--- src/hdl/dtq_pkg.sv ---
// Package: opcodes, result kinds and channel payload layout for the timer queue.
package dtq_pkg;

  localparam logic [1:0] OP_SUBMIT   = 2'd0;
  localparam logic [1:0] OP_CANCEL   = 2'd1;
  localparam logic [1:0] OP_TICK     = 2'd2;
  localparam logic [1:0] OP_SHUTDOWN = 2'd3;

  localparam logic [2:0] K_ACCEPTED    = 3'd0;
  localparam logic [2:0] K_EXPIRED     = 3'd1;
  localparam logic [2:0] K_ABORTED     = 3'd2;
  localparam logic [2:0] K_FULL        = 3'd3;
  localparam logic [2:0] K_CANCELED    = 3'd4;
  localparam logic [2:0] K_NOT_FOUND   = 3'd5;
  localparam logic [2:0] K_NOTHING_DUE = 3'd6;
  localparam logic [2:0] K_IGNORED     = 3'd7;

  localparam int TIME_BITS = 32;
  localparam int TAG_BITS  = 16;

  localparam int IN_TDATA_BITS  = ((2 + TIME_BITS + TAG_BITS + 7) / 8) * 8;
  localparam int OUT_TDATA_BITS = ((3 + TAG_BITS + 7) / 8) * 8;

  typedef struct packed {
    logic                last;
    logic [2:0]          kind;
    logic [TAG_BITS-1:0] handle;
  } result_t;

endpackage

--- src/hdl/dtq_mem.sv ---
// Slot memory: deadline and tag per slot, one write and one registered read port.
module dtq_mem #(
  parameter int SLOTS     = 16,
  parameter int TIME_BITS = 32,
  parameter int TAG_BITS  = 16,
  localparam int AW = (SLOTS > 1) ? $clog2(SLOTS) : 1
) (
  input  logic                 clk_i,
  input  logic                 we_i,
  input  logic [AW-1:0]        waddr_i,
  input  logic [TIME_BITS-1:0] wdl_i,
  input  logic [TAG_BITS-1:0]  wtag_i,
  input  logic [AW-1:0]        raddr_i,
  output logic [TIME_BITS-1:0] rdl_o,
  output logic [TAG_BITS-1:0]  rtag_o
);
  logic [TIME_BITS-1:0] dl_mem  [SLOTS];
  logic [TAG_BITS-1:0]  tag_mem [SLOTS];

  always_ff @(posedge clk_i) begin
    if (we_i) begin
      dl_mem[waddr_i]  <= wdl_i;
      tag_mem[waddr_i] <= wtag_i;
    end
    rdl_o  <= dl_mem[raddr_i];
    rtag_o <= tag_mem[raddr_i];
  end
endmodule

--- src/hdl/deadline_timer_queue_top.sv ---
// Top level: deadline-ordered timer queue with cancel, tick firing and shutdown.
//
// channel  dir  tdata (low bit up)                         tuser / tlast
// s_axis   in   opcode[1:0] time_value[33:2] handle[49:34]  -
// m_axis   out  result_kind[2:0] result_handle[18:3]       tlast = last_of_run
//
// Submit and shutdown-state items are answered from idle without a scan. Cancel scans all
// slots through the single memory read port. A tick or shutdown runs one full scan per
// fired entry plus one final scan that finds none.
// Reset clears valid bits, tag counter and shutdown flag; the memory needs no clearing.
// A stalled output holds the run at its emit step; the next request is taken once the last result issues.
module deadline_timer_queue_top #(
  parameter int SLOTS     = 16
) (
  input  logic                                clk_i,
  input  logic                                rst_ni,
  input  logic                                s_axis_tvalid,
  output logic                                s_axis_tready,
  input  logic [dtq_pkg::IN_TDATA_BITS-1:0]   s_axis_tdata,  // opcode, time_value, target_handle
  output logic                                m_axis_tvalid,
  input  logic                                m_axis_tready,
  output logic [dtq_pkg::OUT_TDATA_BITS-1:0]  m_axis_tdata,  // result_kind, result_handle
  output logic                                m_axis_tlast
);
  import dtq_pkg::*;

  localparam int AW = (SLOTS > 1) ? $clog2(SLOTS) : 1;
  localparam int CW = $clog2(SLOTS + 1);

  localparam logic [2:0] ST_IDLE = 3'd0;
  localparam logic [2:0] ST_SCAN = 3'd1;
  localparam logic [2:0] ST_EMIT = 3'd2;
  localparam logic [2:0] ST_OUT  = 3'd3;

  logic [2:0]           st_q, st_d;
  logic [SLOTS-1:0]     valid_q, valid_d;
  logic [TAG_BITS-1:0]  ntag_q, ntag_d;
  logic                 shut_q, shut_d;
  logic [1:0]           op_q, op_d;
  logic [TIME_BITS-1:0] t_q, t_d;
  logic [TAG_BITS-1:0]  tgt_q, tgt_d;
  logic                 bounded_q, bounded_d;
  logic [2:0]           kind_q, kind_d;
  logic                 any_q, any_d;
  logic [CW-1:0]        ra_q, ra_d;
  logic                 rv_q, rv_d;
  logic [AW-1:0]        rs_q, rs_d;
  logic                 bh_q, bh_d;
  logic [AW-1:0]        bs_q, bs_d;
  logic [TIME_BITS-1:0] bdl_q, bdl_d;
  logic [TAG_BITS-1:0]  btag_q, btag_d;
  logic                 ov_q, ov_d;
  result_t              o_q, o_d;

  logic                 we;
  logic [AW-1:0]        waddr;
  logic [TIME_BITS-1:0] rdl;
  logic [TAG_BITS-1:0]  rtag;
  logic                 free_found;
  logic [AW-1:0]        free_idx;
  logic                 in_fire, out_free;
  logic [1:0]           in_op;
  logic [TIME_BITS-1:0] in_t;
  logic [TAG_BITS-1:0]  in_tag;

  assign in_op  = s_axis_tdata[1:0];
  assign in_t   = s_axis_tdata[2 +: TIME_BITS];
  assign in_tag = s_axis_tdata[2 + TIME_BITS +: TAG_BITS];
  assign s_axis_tready = (st_q == ST_IDLE) && !ov_q;
  assign in_fire = s_axis_tvalid && s_axis_tready;
  assign out_free = !ov_q || m_axis_tready;

  assign m_axis_tvalid = ov_q;
  assign m_axis_tdata  = {{(OUT_TDATA_BITS-3-TAG_BITS){1'b0}}, o_q.handle, o_q.kind};
  assign m_axis_tlast  = o_q.last;

  always_comb begin
    free_found = 1'b0;
    free_idx   = '0;
    for (int i = SLOTS - 1; i >= 0; i--) begin
      if (!valid_q[i]) begin
        free_found = 1'b1;
        free_idx   = AW'(i);
      end
    end
  end

  dtq_mem #(.SLOTS(SLOTS), .TIME_BITS(TIME_BITS), .TAG_BITS(TAG_BITS)) u_mem (
    .clk_i   (clk_i),
    .we_i    (we),
    .waddr_i (waddr),
    .wdl_i   (in_t),
    .wtag_i  (ntag_q),
    .raddr_i (ra_q[AW-1:0]),
    .rdl_o   (rdl),
    .rtag_o  (rtag)
  );

  always_comb begin
    st_d = st_q; valid_d = valid_q; ntag_d = ntag_q; shut_d = shut_q;
    op_d = op_q; t_d = t_q; tgt_d = tgt_q; bounded_d = bounded_q; kind_d = kind_q;
    any_d = any_q; ra_d = ra_q; rv_d = 1'b0; rs_d = rs_q; bh_d = bh_q; bs_d = bs_q;
    bdl_d = bdl_q; btag_d = btag_q; ov_d = ov_q; o_d = o_q;
    we = 1'b0; waddr = free_idx;
    if (ov_q && m_axis_tready) ov_d = 1'b0;
    case (st_q)
      ST_IDLE: begin
        if (in_fire) begin
          op_d = in_op; t_d = in_t; tgt_d = in_tag;
          ra_d = '0; bh_d = 1'b0; any_d = 1'b0;
          o_d.last = 1'b1; o_d.handle = '0;
          if (in_op == OP_SUBMIT) begin
            ov_d = 1'b1;
            if (shut_q) begin
              o_d.kind = K_ABORTED; o_d.handle = ntag_q; ntag_d = ntag_q + 1'b1;
            end else if (!free_found) begin
              o_d.kind = K_FULL;
            end else begin
              we = 1'b1; valid_d[free_idx] = 1'b1;
              o_d.kind = K_ACCEPTED; o_d.handle = ntag_q; ntag_d = ntag_q + 1'b1;
            end
          end else if (shut_q) begin
            ov_d = 1'b1; o_d.kind = K_IGNORED;
          end else begin
            bounded_d = (in_op == OP_TICK);
            kind_d = (in_op == OP_TICK) ? K_EXPIRED : K_ABORTED;
            if (in_op == OP_SHUTDOWN) shut_d = 1'b1;
            st_d = ST_SCAN;
          end
        end
      end
      ST_SCAN: begin
        if (ra_q < CW'(SLOTS)) begin
          rv_d = 1'b1; rs_d = ra_q[AW-1:0]; ra_d = ra_q + 1'b1;
        end
        if (rv_q && valid_q[rs_q]) begin
          if (op_q == OP_CANCEL) begin
            if (!bh_q && rtag == tgt_q) begin
              bh_d = 1'b1; bs_d = rs_q; btag_d = rtag;
            end
          end else if ((!bounded_q || rdl <= t_q) && (!bh_q || rdl < bdl_q)) begin
            bh_d = 1'b1; bs_d = rs_q; bdl_d = rdl; btag_d = rtag;
          end
        end
        if (!rv_q && ra_q == CW'(SLOTS)) st_d = ST_EMIT;
      end
      ST_EMIT: begin
        if (out_free) begin
          ra_d = '0; bh_d = 1'b0;
          if (op_q == OP_CANCEL) begin
            ov_d = 1'b1; o_d.last = 1'b1;
            if (bh_q) begin
              valid_d[bs_q] = 1'b0; o_d.kind = K_CANCELED; o_d.handle = btag_q;
            end else begin
              o_d.kind = K_NOT_FOUND; o_d.handle = '0;
            end
            st_d = ST_IDLE;
          end else if (bh_q) begin
            if (any_q) begin
              ov_d = 1'b1; o_d.last = 1'b0; o_d.kind = kind_q;
              o_d.handle = tgt_q;
            end
            // hold current hit; emit it next round once we know if another follows
            valid_d[bs_q] = 1'b0; any_d = 1'b1;
            btag_d = btag_q;
            st_d = ST_OUT;
          end else begin
            ov_d = 1'b1; o_d.last = 1'b1;
            if (any_q) begin
              o_d.kind = kind_q; o_d.handle = tgt_q;
            end else begin
              o_d.kind = K_NOTHING_DUE; o_d.handle = '0;
            end
            st_d = ST_IDLE;
          end
        end
      end
      ST_OUT: begin
        tgt_d = btag_q;
        st_d = ST_SCAN;
      end
      default: st_d = ST_IDLE;
    endcase
  end

  always_ff @(posedge clk_i or negedge rst_ni) begin
    if (!rst_ni) begin
      st_q <= ST_IDLE; valid_q <= '0; ntag_q <= '0; shut_q <= 1'b0;
      ov_q <= 1'b0; rv_q <= 1'b0; bh_q <= 1'b0; any_q <= 1'b0;
    end else begin
      st_q <= st_d; valid_q <= valid_d; ntag_q <= ntag_d; shut_q <= shut_d;
      ov_q <= ov_d; rv_q <= rv_d; bh_q <= bh_d; any_q <= any_d;
    end
  end

  always_ff @(posedge clk_i) begin
    op_q <= op_d; t_q <= t_d; tgt_q <= tgt_d; bounded_q <= bounded_d; kind_q <= kind_d;
    ra_q <= ra_d; rs_q <= rs_d; bs_q <= bs_d; bdl_q <= bdl_d; btag_q <= btag_d; o_q <= o_d;
  end

  a_ready_idle: assert property (@(posedge clk_i) disable iff (!rst_ni)
    s_axis_tready |-> st_q == ST_IDLE) else $error("ready outside idle");
  a_shut_sticky: assert property (@(posedge clk_i) disable iff (!rst_ni)
    $past(shut_q) |-> shut_q) else $error("shutdown flag cleared");
  a_full_tag: assert property (@(posedge clk_i) disable iff (!rst_ni)
    (ov_d && !ov_q && o_d.kind == K_FULL) |=> $stable(ntag_q))
    else $error("full took a tag");

endmodule
--- config.mk ---
export PLATFORM = sky130hd
export DESIGN_NAME = deadline_timer_queue_top
export DESIGN_NICKNAME = d
export VERILOG_FILES = /design/src/hdl/dtq_pkg.sv /design/src/hdl/dtq_mem.sv /design/src/hdl/deadline_timer_queue_top.sv
export SDC_FILE = /design/constraint.sdc
export NUM_CORES = 1
export LEC_CHECK = 0
export CAP_MARGIN = 10
export CORE_ASPECT_RATIO = 1.2
export CORE_UTILIZATION = 40
export CTS_CLUSTER_DIAMETER = 60
export DETAILED_ROUTE_END_ITERATION = 6
export DONT_BUFFER_PORTS = 1
export PLACE_DENSITY = 0.55
export SYNTH_ARGS = -nofsm -noshare
export SYNTH_HDL_FRONTEND = slang
export SYNTH_SLANG_ARGS = --single-unit
--- constraint.sdc ---
create_clock -name clk_i -period 11.1 [get_ports clk_i]
set_input_delay 1.11 -clock clk_i [delete_from_list [all_inputs] [get_ports clk_i]]
set_output_delay 1.11 -clock clk_i [all_outputs]
set_load 0.01 [all_outputs]
==> results of run 1 <==
-- routing by layer --
metal  global-route usage (%)  up-vias  share of wire, %
met1                    22.29     9413                42
met2                    29.45      422                51
met4                    5.047        0               2.0
met3                    3.787      112               5.2
li1                         -     7686                 -
met5                        0        -                 0
-- cell type report --
class	count	area share (%)
sequential	988	66.94
multi-input combinational	685	20.54
clock buffer	145	6.627
tap	1260	3.640
clock inverter	41	0.8696
inverter	96	0.8320
timing repair buffer	28	0.5431
-- where the power goes --
group,switching (mW),internal [mW]
logic,0.00335,0.00286
clock network,1.39,1.92
registers,0.0000000000000000260,4.04
total,1.39,5.96
-- cells in the mapped netlist (4+ instances only) --
master / n / area share, %
a211oi_1: 5 / 0.098
a21o_1: 4 / 0.078
a21oi_1: 30 / 0.39
a222oi_1: 16 / 0.42
a31oi_1: 9 / 0.15
and2_1: 6 / 0.098
and3_1: 4 / 0.065
and4_1: 6 / 0.14
buf_2: 21 / 0.27
buf_4: 6 / 0.12
clkbuf_1: 44 / 0.43
dfrtp_1: 39 / 2.5
dfxtp_1: 48 / 2.5
edfxtp_1: 901 / 70
ha_1: 70 / 2.3
inv_1: 96 / 0.94
mux2_2: 17 / 0.50
mux2i_1: 4 / 0.10
mux4_2: 243 / 14
nand2_1: 31 / 0.30
nand2b_1: 5 / 0.081
nand3_1: 16 / 0.21
nand3b_1: 5 / 0.098
nand4_1: 21 / 0.34
nor2_1: 30 / 0.29
nor2b_1: 6 / 0.098
nor3_1: 19 / 0.25
nor4_1: 5 / 0.081
o211ai_1: 4 / 0.078
o21ai_0: 43 / 0.56
o31ai_1: 9 / 0.18
xnor2_1: 10 / 0.23
xor2_1: 24 / 0.55
-- logic make-up after synthesis --
family,count (synthesis)
flip-flops,988
multiplexers,264
AND/OR/NAND/NOR,174
buffers and inverters,173
AO/OA/AOI/OAI,138
adder cells (fa/ha/maj),70
XOR/XNOR,34
other,1
-- state kept, by name, indices dropped and copies added (netlist names), 4 cells and up --
name	count
bdl_q	32
bs_q	4
btag_q	16
m_axis_tdata	19
ntag_q	16
ra_q	5
rs_q	4
t_q	32
tgt_q	16
u_mem.dl_mem	512
u_mem.rdl_o	32
u_mem.rtag_o	16
u_mem.tag_mem	256
valid_q	16
-- path summary, 6_finish.rpt --
| check | depth (start not counted) | start | slack [ns] | end |
|---|---|---|---|---|
| setup / recovery | 8 | st_q[1] | 7.18 | u_mem.dl_mem[11][12] |
| hold / removal | 0 | rst_ni | 0.15 | bh_q |
| setup reg to reg | 8 | st_q[1] | 7.18 | u_mem.dl_mem[11][12] |
| hold reg to reg | 0 | u_mem.rtag_o[0] | 0.44 | btag_q[0] |
| max in group asynchronous | 0 | rst_ni | 10.85 | ntag_q[7] |
| min in group clk_i | 0 | u_mem.rtag_o[0] | 0.44 | btag_q[0] |
-- through the flow --
stage	setup WS, ns	power, mW	area (um^2)
finish	7.180	7.349	43310
global route	6.858	7.567	43310
CTS	7.066	7.432	43310
detailed placement	6.815	4.120	40060
global placement	6.872	4.120	40060
floorplan	5.040	4.121	38500
==> run summary, run 1 <==
Post-cts sizing count -> 0
Leakage -> 14.88 nW
Kind of critical path -> register to register
Vias in the first global route -> 18.90k
Clk_skew -> 0.02577 ns
Share of layout cells above drive strength 1 -> 23.25%
Dpl cells -> 3057
Vias/cell -> 5.437
Die area -> 97470 um^2
PD cells -> 169.7 nW/um^2
DRC -> 0
Count of state elements after synthesis -> 988
CTS Buf Count -> 101
Yosys warns -> 0
Unique masters post-synth -> 60
Starting DRT DRC Count -> 1414
Largest stage delay, worst path -> 0.83 ns
Cell count after synthesis -> 1842
Crit-path cells -> inv_1 -> ha_1 -> and2b_2 -> nand2_2 -> nor2_1 -> nand3_1 -> nor2_4 -> buf_4
Via count -> 17.63k
Layout area overhead -> 12.53%
RSZ-0062 raised after global routing -> no
Final #Nets -> 2030
Multi-input gate area -> 8897 um^2
Post-synthesis xor/xnor area fraction -> 0.7737%
CTS sink count -> 988
Starting Density -> 40.40%
Post-synth EDFFs -> 901
Final setup viols -> 0
Worst setup EP type -> register
Fin. Hold Viols -> 0
Post-layout min period -> 3.920 ns
Filler Cells Inserted -> 8033
Status -> completed
Synth Area in Compound Gates -> 2.425%
Largest family of logic cells by synthesized area -> multiplexers
CP top delay family -> simple AND/OR/NAND/NOR gates
Ant. Diodes -> 0
DRT Wirelength -> 82830 um
Fmax -> 0.2551 GHz
Adder-cell share of the synthesized area -> 2.276%
Max-slew violations -> 0
Hold slack -> 0.1457 ns
Worst Hold Class -> input port to async pin
Worst VDD drop -> 0.1039 mV
Most common cell after layout, fill and taps aside -> edfxtp_1
Core ar. -> 95260 um^2
Non-filler cells, final -> 3243
Io pins -> 87
Pin count of the biggest net entering global routing -> 145
Max FO, Critical Path -> 31
Die Span Y -> 341.8 um
ANT nets after route -> 0
Htree depth -> 3
Placer Congestion -> 0.7502
Gr ovfl total -> 0
Hold buffer count at cts -> 0
Slew Limit Headroom -> 6.804%
Setup TNS -> 0 ns
Worst setup SP type -> register
Post-Syn Area -> 38490 um^2
Fraction of synthesized area in multiplexers -> 14.82%
Post-Synth Simple-Gate Area -> 2.490%
Clock slew at reported path FFs -> 0.06 ns
Syn_area_per_cell -> 20.89 um^2
Final core occ -> 45.46%
Clock latency on the worst-skew pair -> 0.66 ns
DR pass1 iterations -> 5
CTS tree -> done
First-pass GRT wire length -> 124000 um
DIE WIDTH -> 285.2 um
Sequential fraction of the synthesis area -> 75.33%
CP Data Required Time -> 11.38 ns
Buffer and inverter count on the worst path -> 2
Worst-margin pin slew -> 1.398 ns
Worst path arrival time -> 4.20 ns
Slowest CP cell -> nor2_4
Top FF cell, synth -> edfxtp_1
Port Buf Inserts -> 0
Clock Tree Buf Depth -> 3
Tcrit/Tclk final -> 35.32%
All-layer global routing usage -> 17.32%
Most frequent cells in the layout -> 901 x edfxtp_1, 243 x mux4_2, 107 x clkbuf_16
Setup bufs post-CTS -> 0
Sequential Area -> 28990 um^2
Root buf cell -> clkbuf_16
Num rows -> 124
Initial antenna violation count -> 1
Final HPWL DP -> 43570 um
Fraction of registers with async set/reset -> 3.947%
Routed length per instance -> 25.54 um
Max cap viols -> 0
Note: power is estimated with default switching activity, not from simulation.
==> run 2, diff against run 1 <==
==> constraint.sdc (replaced) <==
create_clock -name clk_i -period 3.64 [get_ports clk_i]
set_input_delay 0.364 -clock clk_i [delete_from_list [all_inputs] [get_ports clk_i]]
set_output_delay 0.364 -clock clk_i [all_outputs]
set_load 0.01 [all_outputs]
==> run 2 against run 1 <==
Compared with the run above:
- clock power grew to 3.2 times the previous value
- die area is the same
- setup slack lost 6.7 ns
- highest routed layer is now met5
- total power grew to 3.1 times the previous value
- largest cell class unchanged
- fmax grew 24%
==> run summary, run 2 (synthesized netlist as in run 1, its figures left out) <==
Status -> completed
Top reg by flops -> u_mem.dl_mem
Via count -> 17.95k
Non-filler cells, final -> 3334
Layout area overhead -> 16.49%
Worst setup SP type -> register
DR pass1 iterations -> 5
Largest regs -> u_mem.dl_mem (512), u_mem.tag_mem (256)
Max FO, Critical Path -> 29
PD cells -> 515.2 nW/um^2
Worst setup EP type -> register
First-pass GRT wire length -> 124500 um
Setup slack, reg-to-reg -> 0.48 ns
Gr ovfl total -> 0
Sequential share of power -> 53.3%
R2R Path Start -> st_q[0]
Fin. Hold Viols -> 0
Clock latency on the worst-skew pair -> 0.67 ns
Worst VDD drop -> 0.3787 mV
Ant. Diodes -> 0
Final Power -> 23.10 mW
Clock slew at reported path FFs -> 0.06 ns
Vias/cell -> 5.385
Hold Crit Start -> s_axis_tdata[0]
Final setup viols -> 0
Num rows -> 124
Leakage -> 15.52 nW
Largest stage delay, worst path -> 0.51 ns
CTS Buf Count -> 100
Starting DRT DRC Count -> 1362
Starting Density -> 40.40%
Htree depth -> 3
Slowest CP cell -> nand4b_1
Clock Tree Buf Depth -> 3
Die Span Y -> 341.8 um
Crit-path cells -> inv_1 -> ha_1 -> and2b_2 -> nand2_2 -> nor2_1 -> nand4b_1 -> nor3_4 -> buf_12
Core ar. -> 95260 um^2
Fmax -> 0.3168 GHz
Vias in the first global route -> 19.37k
Dpl cells -> 3094
Worst Reg-to-Reg Cells -> 8
Reg2reg end -> u_mem.dl_mem[13][22]
Final HPWL DP -> 47540 um
CP startpoint -> st_q[0]
Io pins -> 87
Kind of critical path -> register to register
Max cap viols -> 0
Most common cell after layout, fill and taps aside -> edfxtp_1
Root buf cell -> clkbuf_16
Post-cts sizing count -> 0
NetSw -> 4.413 mW
Most frequent cells in the layout -> 901 x edfxtp_1, 243 x mux4_2, 103 x clkbuf_16
Worst Hold Path EP -> m_axis_tdata[0]
CTS sink count -> 988
Final #Nets -> 2120
Clk pwr share -> 46.0%
Clk_skew -> 0.03203 ns
Combinational power share -> 0.7%
Hold path depth -> 2
Tcrit/Tclk final -> 86.72%
Setup bufs post-CTS -> 0
Worst Hold Class -> input port to register
Sw frac -> 19.11%
Share of layout cells above drive strength 1 -> 24.73%
Int Pwr -> 18.69 mW
Initial antenna violation count -> 2
DIE WIDTH -> 285.2 um
DRT Wirelength -> 82710 um
RSZ-0062 raised after global routing -> no
Routed length per instance -> 24.81 um
Worst-margin pin slew -> 1.121 ns
Worst path arrival time -> 3.48 ns
Die area -> 97470 um^2
Slew Limit Headroom -> 24.90%
Port Buf Inserts -> 0
Max FFs per register -> 512
CP Data Required Time -> 3.97 ns
ANT nets after route -> 0
All-layer global routing usage -> 17.32%
Post-layout min period -> 3.157 ns
Placer Congestion -> 0.7529
DRC -> 0
CTS tree -> done
Pin count of the biggest net entering global routing -> 65
Max-slew violations -> 0
run 2: cell count changes in the layout (fill, tap and decap cells not counted), moves of 3 or more:
cell,delta
dlygate4sd3_1,+53
buf_12,+38
clkbuf_1,-12
clkbuf_8,+12
bufinv_16,+6
nor3_2,-6
nor3_4,+6
clkbuf_16,-4
clkinv_1,-3
clkinv_2,+3
run 2: worst max-delay path by stage:
stage                           end  depth (start not counted)
6_report       u_mem.dl_mem[13][22]                          8
3_3_place_gp   u_mem.dl_mem[13][23]                          8
5_1_grt        u_mem.dl_mem[13][23]                          8
3_5_place_dp   u_mem.dl_mem[13][23]                          8
2_1_floorplan    u_mem.dl_mem[1][0]                          8
4_1_cts        u_mem.dl_mem[13][22]                          8
run 2: per-stage QoR:
stage	setup TNS (ns)	hold slack, ns	util [%]	area [um^2]	setup WS, ns
after floorplan	-166.41	0.06841	-	38580	-0.3354
after global placement	0	0.07108	42.87	40840	0.5330
after detailed placement	0	0.06989	42.87	40840	0.4770
after CTS	0	0.02573	47.06	44830	0.4640
after global routing	0	0.05512	47.06	44830	0.3172
final	0	0.07792	47.06	44830	0.4835
run 2: layout make-up:
cell class | count | area (um^2)
sequential | 988 | 28990
clock inverter | 45 | 553.0
multi-input combinational | 685 | 8934
clock buffer | 141 | 2890
tap | 1260 | 1577
timing repair buffer | 119 | 1526
inverter | 96 | 360.3
fill | 7876 | 50430
run 2: what timing repair did:
item,CTS,global route
setup endpoints to repair,0,0
hold buffers,54,0
hold endpoints to repair,610,0
run 2: power groups by stage:
| stage | registers [mW] | clock network (mW) | logic [mW] |
|---|---|---|---|
| finish | 12.3 | 10.6 | 0.158 |
| floorplan | 12.5 | 0 | 0.0206 |
| global placement | 12.5 | 0 | 0.0179 |
| global route | 12.3 | 11.3 | 0.174 |
| detailed placement | 12.5 | 0 | 0.0187 |
| CTS | 12.3 | 10.9 | 0.161 |
run 2: critical path, delay by kind of cell (launching register included):
family,cells,cell delay [ns]
flip-flops,1,0.40
buffers and inverters,2,0.40
adder cells (fa/ha/maj),1,0.33
AND/OR/NAND/NOR,5,1.63
run 2: layer usage:
| layer | wire, um | vias up | track usage, % |
|---|---|---|---|
| li1 | - | 7893 | - |
| met4 | 1599 | 4 | 4.623 |
| met2 | 42760 | 371 | 30.17 |
| met5 | 25 | - | 0 |
| met3 | 3503 | 112 | 2.940 |
| met1 | 34830 | 9574 | 22.41 |
==> run 3, diff against run 2 <==
--- a/config.mk
+++ b/config.mk
@@ -11,7 +11,6 @@
 export CTS_CLUSTER_DIAMETER = 60
 export DETAILED_ROUTE_END_ITERATION = 6
 export DONT_BUFFER_PORTS = 1
-export PLACE_DENSITY = 0.55
 export SYNTH_ARGS = -nofsm -noshare
 export SYNTH_HDL_FRONTEND = slang
 export SYNTH_SLANG_ARGS = --single-unit
==> run 3 against run 2 <==
Compared with the run above:
- total power is 4.5% lower
- flip-flop and latch count is the same
- largest cell class unchanged
- fmax is 1.3% higher
- sequential power is essentially flat
- setup slack improved by 0.040 ns
- sequential share of layout area is 0.92 points higher
- die area did not move
- first-iteration DRC count increased by 33%
- highest routed layer unchanged
- cell area down 1.4%
- clock skew decreased by 0.012 ns
- wire length is 0.38% higher
==> run summary, run 3 (synthesized netlist as in run 1, its figures left out) <==
Max-slew violations -> 0
Initial antenna violation count -> 12
DIE WIDTH -> 285.2 um
ANT nets after route -> 0
Worst path arrival time -> 3.46 ns
Max cap viols -> 0
Port Buf Inserts -> 0
Die Span Y -> 341.8 um
Starting Density -> 40.40%
Placer Congestion -> 0.7877
Kind of critical path -> register to register
Htree depth -> 3
Leakage -> 15.22 nW
Clk pwr share -> 43.5%
Hold slack -> 0.07747 ns
CTS tree -> done
Share of layout cells above drive strength 1 -> 23.56%
Die area -> 97470 um^2
CTS Buf Count -> 96
First-pass GRT wire length -> 124400 um
Final HPWL DP -> 44430 um
All-layer global routing usage -> 17.28%
NetSw -> 4.298 mW
PD cells -> 499.2 nW/um^2
Setup slack, reg-to-reg -> 0.52 ns
Starting DRT DRC Count -> 1814
Combinational power share -> 0.7%
Worst-margin pin slew -> 1.198 ns
Clock slew at reported path FFs -> 0.06 ns
Pin count of the biggest net entering global routing -> 111
R2R Path Start -> st_q[0]
Largest regs -> u_mem.dl_mem (512), u_mem.tag_mem (256)
Root buf cell -> clkbuf_16
Worst setup EP type -> register
Vias/cell -> 5.487
Clock Tree Buf Depth -> 3
RSZ-0062 raised after global routing -> no
Num rows -> 124
Layout area overhead -> 14.86%
Final #Nets -> 2103
Post-layout min period -> 3.116 ns
CP Capture Point -> u_mem.dl_mem[13][30]
Worst Reg-to-Reg Cells -> 8
Setup bufs post-CTS -> 0
Global-route met1 utilization -> 22.95%
Post-DP Area -> 40600 um^2
Via count -> 18.21k
DRT Wirelength -> 83030 um
Worst Hold Class -> input port to register
Clk_skew -> 0.02034 ns
Final Power -> 22.07 mW
Reg2reg end -> u_mem.dl_mem[13][30]
Fin. Hold Viols -> 0
DR pass1 iterations -> 6
Io pins -> 87
Status -> completed
Worst VDD drop -> 0.2959 mV
Vias in the first global route -> 19.21k
Int Pwr -> 17.77 mW
CP Data Required Time -> 3.98 ns
Gr ovfl total -> 0
Routed length per instance -> 25.02 um
Setup TNS -> 0 ns
Final setup viols -> 0
CP startpoint -> st_q[0]
Clock latency on the worst-skew pair -> 0.66 ns
Met3 Usage GRT -> 2.460%
Slew Limit Headroom -> 19.74%
Fmax -> 0.3209 GHz
Sw frac -> 19.48%
DRC -> 0
Most frequent cells in the layout -> 901 x edfxtp_1, 243 x mux4_2, 98 x clkbuf_16
Max FFs per register -> 512
Sequential share of power -> 55.8%
Post-route cell area -> 44200 um^2
Final core occ -> 46.40%
Tcrit/Tclk final -> 85.61%
Max FO, Critical Path -> 18
Worst setup SP type -> register
Top reg by flops -> u_mem.dl_mem
Most crowded layer after global routing -> met2
CTS sink count -> 988
Met2 GRT Util -> 29.44%
Most common cell after layout, fill and taps aside -> edfxtp_1
Core ar. -> 95260 um^2
run 3: critical path, stage by stage (launching register included):
cell	delay (ns)
dfrtp_1	0.40
inv_1	0.11
ha_1	0.33
and2b_2	0.25
nand2_2	0.14
nor2_1	0.34
nand4b_1	0.24
nor3_4	0.69
buf_12	0.28
run 3: stage by stage:
stage / setup slack (ns) / cells
after floorplan: -0.3354 / 1846
after global placement: 0.5651 / 3081
after detailed placement: 0.5458 / 3081
after CTS: 0.4912 / 3314
after global routing: 0.2713 / 3316
final: 0.5238 / 3318
run 3: worst min path at each step:
stage / startpoint / endpoint / slack [ns] / depth (start not counted)
finish: s_axis_tdata[0] / m_axis_tdata[0] / 0.08 / 2
global route: s_axis_tdata[0] / m_axis_tdata[0] / 0.06 / 2
CTS: s_axis_tdata[0] / m_axis_tdata[0] / 0.001 / 2
detailed placement: rst_ni / valid_q[13] / 0.07 / 0
global placement: rst_ni / valid_q[13] / 0.07 / 0
floorplan: rst_ni / any_q / 0.07 / 0
run 3: power by group through the flow:
stage          Sequential [mW]  Clock [mW]  Combinational, mW
2_1_floorplan             12.5           0             0.0206
6_report                  12.3        9.60              0.159
4_1_cts                   12.3        9.82              0.160
3_3_place_gp              12.5           0             0.0180
3_5_place_dp              12.5           0             0.0189
5_1_grt                   12.3        10.2              0.175
run 3: per-layer routing:
layer | up-vias | wire, um
met5 | - | 83
met2 | 482 | 41720
met3 | 136 | 3684
met4 | 12 | 1856
met1 | 9721 | 35690
li1 | 7856 | -
run 3: timing repair:
item | CTS | global route
hold buffers | 54 | 0
gates resized for setup | 0 | 0
hold endpoints to repair | 610 | 0
run 3: area by class of cell:
| type | count | area [um^2] |
|---|---|---|
| clock inverter | 52 | 440.4 |
| antenna | 4 | 10.01 |
| inverter | 96 | 360.3 |
| clock buffer | 127 | 2601 |
| fill | 7870 | 51060 |
| multi-input combinational | 685 | 8932 |
| sequential | 988 | 28990 |
| tap | 1260 | 1577 |
| timing repair buffer | 106 | 1291 |
